<file path="src/hw/rtl/tpagc_pkg.sv">
// tpagc_pkg: shared widths, state and operation codes, and the
// command/status bundles between the controller and the datapath.
// No dependencies.
package tpagc_pkg;

	localparam int MAX_PIXELS_DEF = 65536;
	localparam int BIN_COUNT_DEF  = 4096;

	localparam int NW   = 17;   // pixel count and frame size width
	localparam int PIXW = 16;
	localparam int FRAC = 16;   // fraction bits of the window values
	localparam int QW   = 34;   // signed window word
	localparam int DIVW = 48;   // divider operand width
	localparam int DBW  = 6;    // divider step count width
	localparam int CHGW = 23;

	localparam logic [NW-1:0] FRAME_PIXELS_RST = 17'd49152;

	// quotient bit counts per division
	localparam logic [DBW-1:0] MEAN_BITS = 6'd16;
	localparam logic [DBW-1:0] CHG_BITS  = 6'd23;
	localparam logic [DBW-1:0] PIX_BITS  = 6'd8;

	typedef enum logic [4:0] {
		S_CLR, S_IDLE, S_LD1, S_LD2, S_DR1, S_DR2, S_DR3, S_DRDIV, S_DREMIT,
		S_P100, S_P100W, S_WALK, S_WALKE, S_TGT, S_EL, S_ELW, S_EH, S_EHW,
		S_MEAN, S_MEANW, S_CHG, S_CHGW, S_SEMIT
	} state_t;

	typedef enum logic [2:0] {
		OP_P100, OP_ELO, OP_EHI, OP_MEAN, OP_CHG, OP_PIX
	} div_op_t;

	typedef struct packed {
		logic    cap;
		logic    ld_wr;
		logic    dr_calc;
		logic    dr_sel;
		logic    clr;
		logic    walk;
		logic    tgt;
		logic    restart;
		logic    div_start;
		div_op_t div_op;
		logic    emit_pix;
		logic    emit_stat;
	} cmd_t;

	typedef struct packed {
		logic req_in;
		logic pending;
		logic complete;
		logic div_done;
		logic cnt_last;
		logic direct;
		logic restart;
		logic out_free;
	} sts_t;

endpackage

</file>
<file path="src/hw/rtl/tpagc_ctrl.sv">
// tpagc_ctrl: sequencer for loads, drains and the end-of-frame pass.
// Drives tpagc_dp commands from its status; depends on tpagc_pkg.
module tpagc_ctrl (
	input  logic            clk,
	input  logic            arst_n,
	input  logic            in_valid,
	output logic            in_stall,
	input  tpagc_pkg::sts_t sts,
	output tpagc_pkg::cmd_t cmd
);
	import tpagc_pkg::*;

	state_t state_q;
	state_t state_d;

	always_ff @(posedge clk or negedge arst_n) begin
		if (!arst_n) state_q <= S_CLR;
		else state_q <= state_d;
	end

	assign in_stall = state_q != S_IDLE;

	always_comb begin
		state_d = state_q;
		cmd     = '0;
		unique case (state_q)
			S_CLR: begin
				cmd.clr = 1'b1;
				if (sts.cnt_last) state_d = S_IDLE;
			end
			S_IDLE: begin
				if (in_valid) begin
					cmd.cap = 1'b1;
					if (!sts.req_in) state_d = S_LD1;
					else if (sts.pending) state_d = S_DR1;
				end
			end
			S_LD1: state_d = S_LD2;
			S_LD2: begin
				cmd.ld_wr = 1'b1;
				state_d = sts.complete ? S_P100 : S_IDLE;
			end
			S_DR1: state_d = S_DR2;
			S_DR2: begin
				cmd.dr_calc = 1'b1;
				state_d = S_DR3;
			end
			S_DR3: begin
				cmd.dr_sel = 1'b1;
				if (sts.direct) begin
					state_d = S_DREMIT;
				end else begin
					cmd.div_start = 1'b1;
					cmd.div_op    = OP_PIX;
					state_d = S_DRDIV;
				end
			end
			S_DRDIV: if (sts.div_done) state_d = S_DREMIT;
			S_DREMIT: begin
				if (sts.out_free) begin
					cmd.emit_pix = 1'b1;
					state_d = S_IDLE;
				end
			end
			S_P100: begin
				cmd.div_start = 1'b1;
				cmd.div_op    = OP_P100;
				state_d = S_P100W;
			end
			S_P100W: if (sts.div_done) state_d = S_WALK;
			S_WALK: begin
				cmd.walk = 1'b1;
				if (sts.cnt_last) state_d = S_WALKE;
			end
			S_WALKE: state_d = S_TGT;
			S_TGT: begin
				cmd.tgt = 1'b1;
				state_d = S_EL;
			end
			S_EL: begin
				if (sts.restart) begin
					cmd.restart = 1'b1;
					state_d = S_MEAN;
				end else begin
					cmd.div_start = 1'b1;
					cmd.div_op    = OP_ELO;
					state_d = S_ELW;
				end
			end
			S_ELW: if (sts.div_done) state_d = S_EH;
			S_EH: begin
				cmd.div_start = 1'b1;
				cmd.div_op    = OP_EHI;
				state_d = S_EHW;
			end
			S_EHW: if (sts.div_done) state_d = S_MEAN;
			S_MEAN: begin
				cmd.div_start = 1'b1;
				cmd.div_op    = OP_MEAN;
				state_d = S_MEANW;
			end
			S_MEANW: if (sts.div_done) state_d = S_CHG;
			S_CHG: begin
				cmd.div_start = 1'b1;
				cmd.div_op    = OP_CHG;
				state_d = S_CHGW;
			end
			S_CHGW: if (sts.div_done) state_d = S_SEMIT;
			S_SEMIT: begin
				if (sts.out_free) begin
					cmd.emit_stat = 1'b1;
					state_d = S_IDLE;
				end
			end
			default: state_d = S_IDLE;
		endcase
	end

endmodule

</file>
<file path="config.mk">
export PLATFORM = sky130hd
export DESIGN_NAME = tpagc_ctrl
export DESIGN_NICKNAME = d
export VERILOG_FILES = /design/src/hw/rtl/tpagc_pkg.sv /design/src/hw/rtl/tpagc_ctrl.sv
export SDC_FILE = /design/constraint.sdc
export NUM_CORES = 1
export LEC_CHECK = 0
export ABC_CLOCK_PERIOD_IN_PS = 2700
export BUFFER_PORTS_ARGS = -buffer_cell sky130_fd_sc_hd__buf_4
export CAP_MARGIN = 40
export CORE_UTILIZATION = 54
export CTS_BUF_LIST = sky130_fd_sc_hd__clkbuf_2
export CTS_CLUSTER_SIZE = 14
export DETAILED_ROUTE_END_ITERATION = 10
export PLACE_DENSITY = 0.89
export SYNTH_ARGS = -nofsm -noshare
export SYNTH_HDL_FRONTEND = slang
export SYNTH_SLANG_ARGS = --single-unit
</file>
<file path="constraint.sdc">
create_clock -name clk -period 2.7 [get_ports clk]
set_clock_uncertainty 0.15 [all_clocks]
set_input_delay 0.675 -clock clk [delete_from_list [all_inputs] [get_ports clk]]
set_output_delay 0.675 -clock clk [all_outputs]
set_load 0.02 [all_outputs]
</file>
==> results of run 1 <==
-- final cells by class --
type                            instances  area, sq um
Multi-Input combinational cell         84          528
Fill cell                              98          255
Timing Repair Buffer                   28          210
Sequential cell                         5          125
Clock buffer                            4         20.0
Tap cell                               14         17.5
Inverter                                4         15.0
-- through the flow --
stage	util (%)	worst slack (ns)	cells	power [mW]	area, sq um
global route	78.2	0.0570	139	1.18	916
floorplan	-	0.357	102	0.821	718
finish	78.2	0.184	139	1.09	916
CTS	78.2	0.202	139	1.09	916
global placement	76.5	0.359	135	0.997	896
detailed placement	76.5	0.292	135	1.01	896
-- final timing paths --
kind | cells past startpoint | slack (ns) | to
setup / recovery | 4 | 0.18 | cmd[5]
max in group asynchronous | 1 | 2.19 | state_q[3]
min in group clk | 1 | 0.61 | state_q[3]
hold / removal | 1 | 0.08 | state_q[2]
setup reg to reg | 5 | 0.46 | state_q[1]
hold reg to reg | 1 | 0.61 | state_q[3]
-- kinds of logic after synthesis --
kind of cell	share of synthesized area [%]
and+or+nand+nor	37.6
DFF	17.4
muxes	4.53
buffers and inverters	9.06
AOI/OAI and AO/OA	31.4
-- metal layers --
metal | routed length, microns | global-route usage [%] | vias to the layer above
met5 | 0 | 0 | -
li1 | - | - | 419
met1 | 846 | 36.5 | 402
met4 | 8 | 7.76 | 0
met2 | 954 | 50.8 | 43
met3 | 150 | 9.30 | 2
-- synthesized netlist by cell type, drive strengths merged, types with 2 or more instances --
| cell | count |
|---|---|
| o21ai | 8 |
| clkbuf | 3 |
| mux2 | 2 |
| a21oi | 8 |
| nand2 | 7 |
| nor2 | 12 |
| dfrtp | 5 |
| inv | 4 |
| and3 | 4 |
| buf | 6 |
| nor4 | 2 |
| nor2b | 2 |
| nor3 | 11 |
| nand2b | 6 |
| o31ai | 3 |
| and2 | 2 |
| o22ai | 2 |
-- power groups by stage --
stage          combinational, mW  sequential (mW)  clock [mW]
6_report                   0.772            0.249      0.0725
5_1_grt                    0.840            0.263      0.0797
4_1_cts                    0.768            0.246      0.0753
3_5_place_dp               0.766            0.248           0
3_3_place_gp               0.750            0.247           0
2_1_floorplan              0.685            0.136           0
==> metrics.log, run 1 <==
[metrics] antenna cell count: 0
[metrics] Clock Latency Late Sink: 0.23 ns
[metrics] signed area change from the synthesized netlist to the final layout: 27.5%
[metrics] portion of synthesized cell area occupied by the leading cell type: 17.4%
[metrics] number of standard cells after synthesis: 102
[metrics] yosys warns: 0
[metrics] design internal power: 0.498 mW
[metrics] largest area contributor in the netlist: sky130_fd_sc_hd__dfrtp_1
[metrics] leading cell type in the layout, fill and taps excluded: sky130_fd_sc_hd__buf_4
[metrics] share of synthesized area occupied by flip-flops and latches: 17.4%
[metrics] area of the core: 1170 sq um
[metrics] number of endpoints failing setup at the final stage: 0
[metrics] most common flop cell mapped by yosys: sky130_fd_sc_hd__dfrtp_1
[metrics] CTS-repair resized insts: 0
[metrics] Final Cycle Share: 93.2%
[metrics] die area: 1480 sq um
[metrics] global-route wire length before repair: 3080 microns
[metrics] Final Slew Violations: 0
[metrics] port buffer count: 25
[metrics] post-CTS setup buffer count: 0
[metrics] critical path data arrival time: 1.69 ns
[metrics] setup repair after global routing missed its margin: false
[metrics] mapped cell area: 718 sq um
[metrics] final-layout setup total negative slack: 0 ns
[metrics] worst hold slack: 0.0779 ns
[metrics] worst voltage drop across the vdd grid: 0.000994 V
[metrics] Clock Power Share: 6.6%
[metrics] number of max-cap violations: 0
[metrics] Detailed Place HPWL: 1430 microns
[metrics] Net Count, Synth: 113
[metrics] row count: 12
[metrics] classification of the worst-slack hold path: in -> async
[metrics] remaining max-slew budget at the tightest pin: 66.6%
[metrics] count of state elements after synthesis: 5
[metrics] number of enable flip-flop cells after synthesis: 0
[metrics] level count of the clock H-tree: 1
[metrics] highest net fanout along the worst path: 18
[metrics] final hold violation count: 0
[metrics] register with the most flip-flops: state_q
[metrics] number of placed I/O pins: 26
[metrics] number of CTS-inserted buffers: 3
[metrics] total number of vias: 866
[metrics] cells taking the most area after synthesis: sky130_fd_sc_hd__dfrtp_1 17%, sky130_fd_sc_hd__nor3_1 7.7%, sky130_fd_sc_hd__nor2_1 6.3%, sky130_fd_sc_hd__a21oi_1 5.6%, sky130_fd_sc_hd__nand2b_1 4.4%
[metrics] final weighted congestion of routability-driven global placement: 0.919
[metrics] number of nets still failing antenna checks after routing: 0
[metrics] total length of routed wires: 1960 microns
[metrics] CTS tree: yes
[metrics] initial antenna violation count: 0
[metrics] CP Buf/Inv Count: 1
[metrics] switching power: 0.596 mW
[metrics] Avg Synthesized Cell Area: 7.04 sq um
[metrics] family with the most delay on the worst path: flip-flops
[metrics] clock root cell: sky130_fd_sc_hd__clkbuf_2
[metrics] total clock sinks: 5
[metrics] largest net degree at the start of global routing: 19
[metrics] DR iter-0 viols: 17
[metrics] Initial DRT Pass Iterations: 4
[metrics] global route overflow: 0
[metrics] Fmax: 398 MHz
[metrics] category of the critical setup timing path: reg -> out
[metrics] clock-pin slew reported for the worst setup and hold paths after clock tree synthesis: 0.07 ns
[metrics] leak pwr: 0.409 nW
[metrics] Die Ht: 38.5 microns
[metrics] most used cells in the layout excluding fill and tap cells: 28 x sky130_fd_sc_hd__buf_4, 12 x sky130_fd_sc_hd__nor2_1, 11 x sky130_fd_sc_hd__nor3_1
[metrics] power density over the cells: 1190 nW/um^2
[metrics] min cycle time layout: 2.52 ns
[metrics] number of buffers added to fix hold violations after cts: 0
[metrics] worst stage delay on the critical path: 0.66 ns
[metrics] Cell Chain, Critical Path: nand2_1, a22oi_1, o32ai_1, buf_4
[metrics] post-synthesis async set-or-reset flop share: 100%
[metrics] combinational share of power: 70.6%
[metrics] Top Registers: state_q x5
[metrics] run status: finished, final reports clean
[metrics] share of total power in sequential cells: 22.8%
[metrics] DR vias/cell: 6.23
[metrics] GRT Overall Usage: 30.0%
[metrics] flip-flop count of the largest register after layout: 5
[metrics] buffer levels on the longest clock path: 2
[metrics] required arrival time at the worst endpoint: 1.88 ns
[metrics] Initial Utilization: 61.3%
[metrics] library cell contributing the largest single delay on the critical path: sky130_fd_sc_hd__dfrtp_1
[metrics] unique cell type count in the Yosys netlist: 38
[metrics] vias in the first global route: 739
[metrics] Post-layout nets: 137
[metrics] Horiz. Die Dim: 38.5 microns
[metrics] type of element launching the critical path: flop
[metrics] slew at the pin with the worst max-slew slack: 0.502 ns
[metrics] number of remaining DRC errors: 0
[metrics] beginning of the critical path: state_q[2]
[metrics] Worst setup EP type: output port
[metrics] fraction of layout instances using a drive strength above 1: 29.6%
[metrics] reg-to-reg critical path startpoint: state_q[2]
[metrics] Sw Share: 54.5%
[metrics] wire length per cell: 14.1 microns
(Power assumes the default switching activity.)
==> run 2: changes to the inputs <==
--- a/config.mk
+++ b/config.mk
@@ -13,6 +13,7 @@
 export CTS_CLUSTER_SIZE = 14
 export DETAILED_ROUTE_END_ITERATION = 10
 export PLACE_DENSITY = 0.89
+export RECOVER_POWER = 50
 export SYNTH_ARGS = -nofsm -noshare
 export SYNTH_HDL_FRONTEND = slang
 export SYNTH_SLANG_ARGS = --single-unit
==> run 2 against run 1 <==
  * Wire length is 0.41% lower
  * Combinational power shrank 2%
  * Clock power about the same
  * Non-clock buffer count is the same
  * First-iteration DRC count is 5.9% higher
  * Global-route usage unchanged
  * Final cell count did not move
  * Count of clock-buffer cells in the layout is the same
  * Via count is 1.0% lower
==> metrics.log, run 2 (same netlist as run 1, synthesis figures left out) <==
[metrics] Initial Utilization: 61.3% (unchanged)
[metrics] level count of the clock H-tree: 1 (unchanged)
[metrics] vias in the first global route: 739 (unchanged)
[metrics] Cell Chain, Critical Path: nand2_1, a22oi_1, o32ai_1, buf_4 (unchanged)
[metrics] Filler Cell Count: 102 (was 98)
[metrics] GRT Overall Usage: 30.0% (unchanged)
[metrics] number of endpoints failing setup at the final stage: 0 (unchanged)
[metrics] detailed-routed wire length on met2: 970 microns (was 954 microns)
[metrics] Fmax: 399 MHz (was 398 MHz)
[metrics] final hold violation count: 0 (unchanged)
[metrics] Final Slew Violations: 0 (unchanged)
[metrics] Die Ht: 38.5 microns (unchanged)
[metrics] total clock sinks: 5 (unchanged)
[metrics] wire length per cell: 14.0 microns (was 14.1 microns)
[metrics] category of the critical setup timing path: reg -> out (unchanged)
[metrics] clock-pin slew reported for the worst setup and hold paths after clock tree synthesis: 0.07 ns (about the same)
[metrics] signed area change from the synthesized netlist to the final layout: 24.9% (was 27.5%)
[metrics] CTS-repair resized insts: 0 (unchanged)
[metrics] post-layout worst setup margin: 0.192 ns (was 0.184 ns)
[metrics] final weighted congestion of routability-driven global placement: 0.919 (unchanged)
[metrics] Horiz. Die Dim: 38.5 microns (unchanged)
[metrics] Top Registers: state_q x5 (unchanged)
[metrics] remaining max-slew budget at the tightest pin: 53.6% (was 66.6%)
[metrics] number of buffers added to fix hold violations after cts: 0 (unchanged)
[metrics] number of CTS-inserted buffers: 3 (unchanged)
[metrics] met1 layer wirelength in the final routing: 880 microns (was 846 microns)
[metrics] type of element launching the critical path: flop (unchanged)
[metrics] leading cell type in the layout, fill and taps excluded: sky130_fd_sc_hd__buf_4 (unchanged)
[metrics] post-CTS setup buffer count: 0 (unchanged)
[metrics] run status: finished, final reports clean (unchanged)
[metrics] worst stage delay on the critical path: 0.66 ns (about the same)
[metrics] die area: 1480 sq um (unchanged)
[metrics] critical path data arrival time: 1.68 ns (was 1.69 ns)
[metrics] DR vias/cell: 6.17 (was 6.23)
[metrics] setup repair after global routing missed its margin: false (unchanged)
[metrics] Worst setup EP type: output port (unchanged)
[metrics] number of remaining DRC errors: 0 (unchanged)
[metrics] WL met3: 101 microns (was 150 microns)
[metrics] Final Cycle Share: 92.9% (was 93.2%)
[metrics] register with the most flip-flops: state_q (unchanged)
[metrics] largest net degree at the start of global routing: 19 (unchanged)
[metrics] R2R Setup Slk: 0.29 ns (was 0.46 ns)
[metrics] port buffer count: 25 (unchanged)
[metrics] CTS tree: yes (unchanged)
[metrics] area of combinational cells with multiple inputs: 524 sq um (was 528 sq um)
[metrics] global route overflow: 0 (unchanged)
[metrics] Post-Place Worst Slack: 0.292 ns (unchanged)
[metrics] classification of the worst-slack hold path: in -> async (unchanged)
[metrics] power density over the cells: 1200 nW/um^2 (was 1190 nW/um^2)
[metrics] number of nets still failing antenna checks after routing: 0 (unchanged)
[metrics] worst voltage drop across the vdd grid: 0.000996 V (was 0.000994 V)
[metrics] antenna cell count: 0 (unchanged)
[metrics] leak pwr: 0.391 nW (was 0.409 nW)
[metrics] required arrival time at the worst endpoint: 1.88 ns (about the same)
[metrics] highest net fanout along the worst path: 18 (unchanged)
[metrics] flip-flop count of the largest register after layout: 5 (unchanged)
[metrics] initial antenna violation count: 0 (unchanged)
[metrics] most used cells in the layout excluding fill and tap cells: 24 x sky130_fd_sc_hd__buf_4, 12 x sky130_fd_sc_hd__nor2_1, 11 x sky130_fd_sc_hd__nor3_1 (was 28 x sky130_fd_sc_hd__buf_4, 12 x sky130_fd_sc_hd__nor2_1, 11 x sky130_fd_sc_hd__nor3_1)
[metrics] topmost layer with routed signal wires: met3 (was met4)
[metrics] buffer levels on the longest clock path: 2 (unchanged)
[metrics] min cycle time layout: 2.51 ns (was 2.52 ns)
[metrics] DR iter-0 viols: 18 (was 17)
[metrics] global-route wire length before repair: 3080 microns (unchanged)
[metrics] number of max-cap violations: 0 (unchanged)
[metrics] total number of vias: 857 (was 866)
[metrics] beginning of the critical path: state_q[2] (unchanged)
[metrics] Initial DRT Pass Iterations: 4 (unchanged)
[metrics] final-layout setup total negative slack: 0 ns (unchanged)
[metrics] Detailed Place HPWL: 1430 microns (unchanged)
[metrics] clock root cell: sky130_fd_sc_hd__clkbuf_2 (unchanged)
[metrics] reg-to-reg critical path startpoint: state_q[2] (unchanged)
[metrics] area of the core: 1170 sq um (unchanged)
[metrics] slew at the pin with the worst max-slew slack: 0.689 ns (was 0.502 ns)
[metrics] Post-layout nets: 137 (unchanged)
[metrics] library cell contributing the largest single delay on the critical path: sky130_fd_sc_hd__dfrtp_1 (unchanged)
[metrics] number of placed I/O pins: 26 (unchanged)
[metrics] Clock Latency Late Sink: 0.23 ns (about the same)
[metrics] row count: 12 (unchanged)
[metrics] fraction of layout instances using a drive strength above 1: 25.6% (was 29.6%)
[metrics] total length of routed wires: 1950 microns (was 1960 microns)
[metrics] combined flip-flop and latch cell area: 125 sq um (unchanged)
==> run 2: cell count changes in the layout (fill, tap and decap cells not counted) <==
cell | previous run | this run
sky130_fd_sc_hd__buf_4 | 28 | 24
sky130_fd_sc_hd__o21ai_2 | 1 | 0
sky130_fd_sc_hd__o21ai_0 | 6 | 7
sky130_fd_sc_hd__clkbuf_1 | 0 | 4
==> run 2: per-stage QoR <==
stage               utilization [%]  area, sq um  std cells  hold WS [ns]  total power, mW
finish                         76.6          897        139         0.126             1.08
global route                   76.6          897        139         0.129             1.17
CTS                            78.2          916        139        0.0672             1.09
detailed placement             76.5          896        135         0.328             1.01
global placement               76.5          896        135         0.325            0.997
floorplan                         -          718        102         0.229            0.821
==> run 2: final cells by class <==
| class | count | area share [%] |
|---|---|---|
| repair buffers | 28 | 21.8 |
| clock buffers | 4 | 2.23 |
| inverters | 4 | 1.67 |
| multi-input cells | 84 | 58.4 |
| well taps | 14 | 1.95 |
| flip-flops and latches | 5 | 13.9 |
==> run 2: worst max-delay path, delay by kind of cell, from the launching register on <==
kind / cells / cell delay, ns
AOI/OAI and AO/OA: 2 / 0.33
buffers and inverters: 1 / 0.18
DFF: 1 / 0.66
and+or+nand+nor: 1 / 0.27
==> run 2: worst paths after layout <==
path                              end  cells after the start
max                            cmd[5]                      4
min                        state_q[2]                      1
max reg2reg                state_q[1]                      5
min reg2reg                state_q[3]                      1
max in group asynchronous  state_q[3]                      1
min in group clk           state_q[3]                      1
==> run 2: report_power, final <==
group          switching [mW]  internal [mW]  leakage, nW
clock                  0.0333         0.0392       0.0166
combinational           0.421          0.337        0.313
sequential              0.138          0.112       0.0615
total                   0.593          0.488        0.391
==> run 2: routing by layer <==
layer | track usage, % | vias to the layer above
li1 | - | 418
met1 | 36.5 | 412
met2 | 50.8 | 27
met3 | 9.30 | 0
met4 | 7.76 | 0
met5 | 0 | -
==> run 3: changes to the inputs <==
--- a/config.mk
+++ b/config.mk
@@ -5,14 +5,15 @@
 export SDC_FILE = /design/constraint.sdc
 export NUM_CORES = 1
 export LEC_CHECK = 0
+export ABC_AREA = 1
 export ABC_CLOCK_PERIOD_IN_PS = 2700
 export BUFFER_PORTS_ARGS = -buffer_cell sky130_fd_sc_hd__buf_4
 export CAP_MARGIN = 40
-export CORE_UTILIZATION = 54
+export CORE_UTILIZATION = 57
 export CTS_BUF_LIST = sky130_fd_sc_hd__clkbuf_2
 export CTS_CLUSTER_SIZE = 14
 export DETAILED_ROUTE_END_ITERATION = 10
-export PLACE_DENSITY = 0.89
+export PLACE_DENSITY = 0.9
 export RECOVER_POWER = 50
 export SYNTH_ARGS = -nofsm -noshare
 export SYNTH_HDL_FRONTEND = slang
==> run 3 against run 2 <==
  * Count of clock-buffer cells in the layout is the same
  * Critical path depth grew 2
  * Critical endpoint unchanged
  * Wire length grew 35%
  * Combinational power shrank 1%
  * First-iteration DRC count grew to 4.5 times the previous value
  * Non-clock buffer count shrank 1
==> metrics.log, run 3 <==
[metrics] DR iter-0 viols: 81 (was 18)
[metrics] setup repair after global routing missed its margin: false (unchanged)
[metrics] ranking of synthesized cells by instance count: 58 x sky130_fd_sc_hd__nand2_1, 35 x sky130_fd_sc_hd__nor2_1, 20 x sky130_fd_sc_hd__nand3_1, 15 x sky130_fd_sc_hd__inv_1, 6 x sky130_fd_sc_hd__o21ai_0 (was 12 x sky130_fd_sc_hd__nor2_1, 11 x sky130_fd_sc_hd__nor3_1, 8 x sky130_fd_sc_hd__a21oi_1, 7 x sky130_fd_sc_hd__nand2_1, 6 x sky130_fd_sc_hd__o21ai_0)
[metrics] largest area contributor in the netlist: sky130_fd_sc_hd__nand2_1 (was sky130_fd_sc_hd__dfrtp_1)
[metrics] Top Registers: state_q x5 (unchanged)
[metrics] mux contribution to synthesized area: 0% (was 4.53%)
[metrics] highest net fanout along the worst path: 7 (was 18)
[metrics] total length of routed wires: 2640 microns (was 1950 microns)
[metrics] topmost layer with routed signal wires: met4 (was met3)
[metrics] Final Util: 77.6% (was 76.6%)
[metrics] cells taking the most area after synthesis: sky130_fd_sc_hd__nand2_1 24%, sky130_fd_sc_hd__nor2_1 15%, sky130_fd_sc_hd__dfrtp_1 14%, sky130_fd_sc_hd__nand3_1 11%, sky130_fd_sc_hd__inv_1 6.2% (was sky130_fd_sc_hd__dfrtp_1 17%, sky130_fd_sc_hd__nor3_1 7.7%, sky130_fd_sc_hd__nor2_1 6.3%, sky130_fd_sc_hd__a21oi_1 5.6%, sky130_fd_sc_hd__nand2b_1 4.4%)
[metrics] die area: 1750 sq um (was 1480 sq um)
[metrics] Worst setup EP type: output port (unchanged)
[metrics] Net Count, Synth: 184 (was 113)
[metrics] power consumption: 1.01 mW (was 1.08 mW)
[metrics] Avg Synthesized Cell Area: 5.21 sq um (was 7.04 sq um)
[metrics] number of endpoints failing setup at the final stage: 0 (unchanged)
[metrics] number of max-cap violations: 0 (unchanged)
[metrics] min cycle time layout: 2.59 ns (was 2.51 ns)
[metrics] total number of vias: 1219 (was 857)
[metrics] Final Cycle Share: 95.9% (was 92.9%)
[metrics] portion of synthesized cell area occupied by the leading cell type: 24.1% (was 17.4%)
[metrics] final-layout setup total negative slack: 0 ns (unchanged)
[metrics] CP Buf/Inv Count: 1 (unchanged)
[metrics] buffer levels on the longest clock path: 2 (unchanged)
[metrics] number of buffers added to fix hold violations after cts: 0 (unchanged)
[metrics] Cell Chain, Critical Path: nand3_1, nor2_1, nand2_1, nand2_1, or3_1, buf_4 (was nand2_1, a22oi_1, o32ai_1, buf_4)
[metrics] leading cell type in the layout, fill and taps excluded: sky130_fd_sc_hd__nand2_1 (was sky130_fd_sc_hd__buf_4)
[metrics] port buffer count: 25 (unchanged)
[metrics] clock-pin slew reported for the worst setup and hold paths after clock tree synthesis: 0.07 ns (about the same)
[metrics] number of nets still failing antenna checks after routing: 0 (unchanged)
[metrics] CTS tree: yes (unchanged)
[metrics] final hold violation count: 0 (unchanged)
[metrics] initial antenna violation count: 0 (unchanged)
[metrics] yosys warns: 0 (unchanged)
[metrics] family with the most delay on the worst path: simple AND/OR/NAND/NOR gates (was flip-flops)
[metrics] vias in the first global route: 1061 (was 739)
[metrics] Crit. path cell count: 6 (was 4)
[metrics] largest family of logic cells by synthesized area: simple AND/OR/NAND/NOR gates (unchanged)
[metrics] most frequent cell after synthesis: sky130_fd_sc_hd__nand2_1 (was sky130_fd_sc_hd__nor2_1)
[metrics] run status: finished, final reports clean (unchanged)
[metrics] antenna cell count: 0 (unchanged)
[metrics] share of synthesized area occupied by flip-flops and latches: 13.9% (was 17.4%)
[metrics] fraction of layout instances using a drive strength above 1: 23.6% (was 25.6%)
[metrics] area of combinational cells with multiple inputs: 639 sq um (was 524 sq um)
[metrics] area of the core: 1380 sq um (was 1170 sq um)
[metrics] fraction of synthesized cell area in xor and xnor cells: 0% (unchanged)
[metrics] row count: 13 (was 12)
[metrics] register with the most flip-flops: state_q (unchanged)
[metrics] library cell contributing the largest single delay on the critical path: sky130_fd_sc_hd__dfrtp_1 (unchanged)
[metrics] Cell Area, Placed: 1070 sq um (was 896 sq um)
[metrics] mapped cell area: 902 sq um (was 718 sq um)
[metrics] category of the critical setup timing path: reg -> out (unchanged)
[metrics] Filler Cell Count: 113 (was 102)
[metrics] DR vias/cell: 5.70 (was 6.17)
[metrics] Detailed Place HPWL: 2120 microns (was 1430 microns)
[metrics] required arrival time at the worst endpoint: 1.88 ns (about the same)
[metrics] Final Slew Violations: 0 (unchanged)
[metrics] most used cells in the layout excluding fill and tap cells: 58 x sky130_fd_sc_hd__nand2_1, 36 x sky130_fd_sc_hd__nor2_1, 24 x sky130_fd_sc_hd__buf_4 (was 24 x sky130_fd_sc_hd__buf_4, 12 x sky130_fd_sc_hd__nor2_1, 11 x sky130_fd_sc_hd__nor3_1)
[metrics] total clock sinks: 5 (unchanged)
[metrics] clock root cell: sky130_fd_sc_hd__clkbuf_2 (unchanged)
[metrics] combined flip-flop and latch cell area: 126 sq um (was 125 sq um)
[metrics] Initial Utilization: 65.2% (was 61.3%)
[metrics] number of enable flip-flop cells after synthesis: 0 (unchanged)
[metrics] area of all placed cells without fillers: 1070 sq um (was 897 sq um)
[metrics] worst r2r path cells: 9 (was 5)
[metrics] global-route wire length before repair: 4350 microns (was 3080 microns)
[metrics] complex-gate fraction of the synthesized area: 4.99% (was 31.4%)
[metrics] synthesized-area fraction occupied by adder cells: 0% (unchanged)
[metrics] Die Ht: 41.8 microns (was 38.5 microns)
[metrics] worst stage delay on the critical path: 0.50 ns (was 0.66 ns)
[metrics] Clock Latency Late Sink: 0.24 ns (was 0.23 ns)
[metrics] remaining max-slew budget at the tightest pin: 74.0% (was 53.6%)
[metrics] leak pwr: 0.682 nW (was 0.391 nW)
[metrics] post-CTS setup buffer count: 0 (unchanged)
[metrics] Post-layout nets: 211 (was 137)
[metrics] unique cell type count in the Yosys netlist: 19 (was 38)
[metrics] GRT Overall Usage: 31.3% (was 30.0%)
[metrics] post-synthesis share of cell area spent on and, or, nand and nor gates: 66.7% (was 37.6%)
[metrics] post-synthesis async set-or-reset flop share: 100% (unchanged)
[metrics] flip-flop count of the largest register after layout: 5 (unchanged)
[metrics] met1 layer wirelength in the final routing: 1040 microns (was 880 microns)
[metrics] wire length per cell: 12.3 microns (was 14.0 microns)
[metrics] final weighted congestion of routability-driven global placement: 0.986 (was 0.919)
[metrics] critical path data arrival time: 1.76 ns (was 1.68 ns)
[metrics] Horiz. Die Dim: 41.8 microns (was 38.5 microns)
[metrics] number of remaining DRC errors: 0 (unchanged)
[metrics] WL met3: 208 microns (was 101 microns)
[metrics] cell repeated most along the worst path: sky130_fd_sc_hd__nand2_1
[metrics] signed area change from the synthesized netlist to the final layout: 19.0% (was 24.9%)
[metrics] Fmax: 386 MHz (was 399 MHz)
[metrics] worst voltage drop across the vdd grid: 0.000849 V (was 0.000996 V)
[metrics] count of state elements after synthesis: 5 (unchanged)
[metrics] classification of the worst-slack hold path: in -> async (unchanged)
[metrics] detailed-routed wire length on met2: 1320 microns (was 970 microns)
[metrics] slew at the pin with the worst max-slew slack: 0.389 ns (was 0.689 ns)
[metrics] global route overflow: 0 (unchanged)
[metrics] number of placed I/O pins: 26 (unchanged)
[metrics] number of standard cells after synthesis: 173 (was 102)
[metrics] most common flop cell mapped by yosys: sky130_fd_sc_hd__dfrtp_1 (unchanged)
[metrics] largest net degree at the start of global routing: 14 (was 19)
[metrics] type of element launching the critical path: flop (unchanged)
[metrics] power density over the cells: 937 nW/um^2 (was 1200 nW/um^2)
[metrics] level count of the clock H-tree: 1 (unchanged)
[metrics] Initial DRT Pass Iterations: 5 (was 4)
[metrics] number of CTS-inserted buffers: 3 (unchanged)
==> run 3: changes by cell type after synthesis, sizes merged, moves of 3 or more <==
cell,delta
nand3,+20
clkbuf,-3
o31ai,-3
a21oi,-8
inv,+16
nor3,-8
nor2,+30
nand2b,-6
nand4,+4
and3,-4
nand2,+57
==> run 3: report_power, final <==
group	internal, mW	switching [mW]	leakage [nW]
combinational	0.246	0.501	0.603
sequential	0.107	0.0755	0.0626
clock	0.0392	0.0368	0.0166
total	0.392	0.613	0.682
==> run 3: logic make-up after synthesis <==
group,after synthesis
AND/OR/NAND/NOR,135
flip-flops,5
AO/OA/AOI/OAI,8
buffers and inverters,25
==> run 3: repair_timing <==
action / in CTS / in global routing
endpoints found under the setup margin: 0 / 1
hold endpoints to repair: 0 / 0
resized for setup: 0 / 1
==> run 3: metal layers <==
| layer | up-vias | global-route usage, % |
|---|---|---|
| met1 | 539 | 38.5 |
| li1 | 594 | - |
| met3 | 10 | 1.74 |
| met4 | 0 | 13.5 |
| met5 | - | 0 |
| met2 | 76 | 55.6 |
==> run 3: stage by stage <==
step                hold slack (ns)  instances  setup slack (ns)
floorplan                     0.229        173             0.577
global placement              0.326        210             0.396
detailed placement            0.328        210             0.326
CTS                          0.0706        214            0.0600
global route                  0.136        214            0.0202
finish                        0.116        214             0.111
==> run 3: area by class of cell <==
class / instances / share of cell area [%]
Inverter: 20 / 7.23
Sequential cell: 5 / 11.8
Multi-Input combinational cell: 143 / 59.6
Clock buffer: 4 / 1.86
Timing Repair Buffer: 27 / 17.8
Tap cell: 15 / 1.75
==> run 3: path summary, 6_finish.rpt <==
check	start	slack (ns)	to
max in group asynchronous	arst_n	2.06	state_q[3]
worst max-delay path	state_q[2]	0.11	cmd[5]
worst min register to register	state_q[0]	0.51	state_q[0]
worst max register to register	state_q[1]	0.75	state_q[2]
worst min-delay path	arst_n	0.12	state_q[2]
min in group clk	state_q[0]	0.51	state_q[0]
==> run 3: worst register-to-register path, cell delays in order (launching register included) <==
cell and delay (ns):
sky130_fd_sc_hd__dfrtp_1 0.57, sky130_fd_sc_hd__nor2_1 0.13, sky130_fd_sc_hd__clkbuf_1 0.17, sky130_fd_sc_hd__nand3_1 0.12, sky130_fd_sc_hd__nand2_1 0.06, sky130_fd_sc_hd__nand2_1 0.10
sky130_fd_sc_hd__nand3_1 0.09, sky130_fd_sc_hd__nor2_1 0.33, sky130_fd_sc_hd__nand2_1 0.12, sky130_fd_sc_hd__nand2_1 0.07
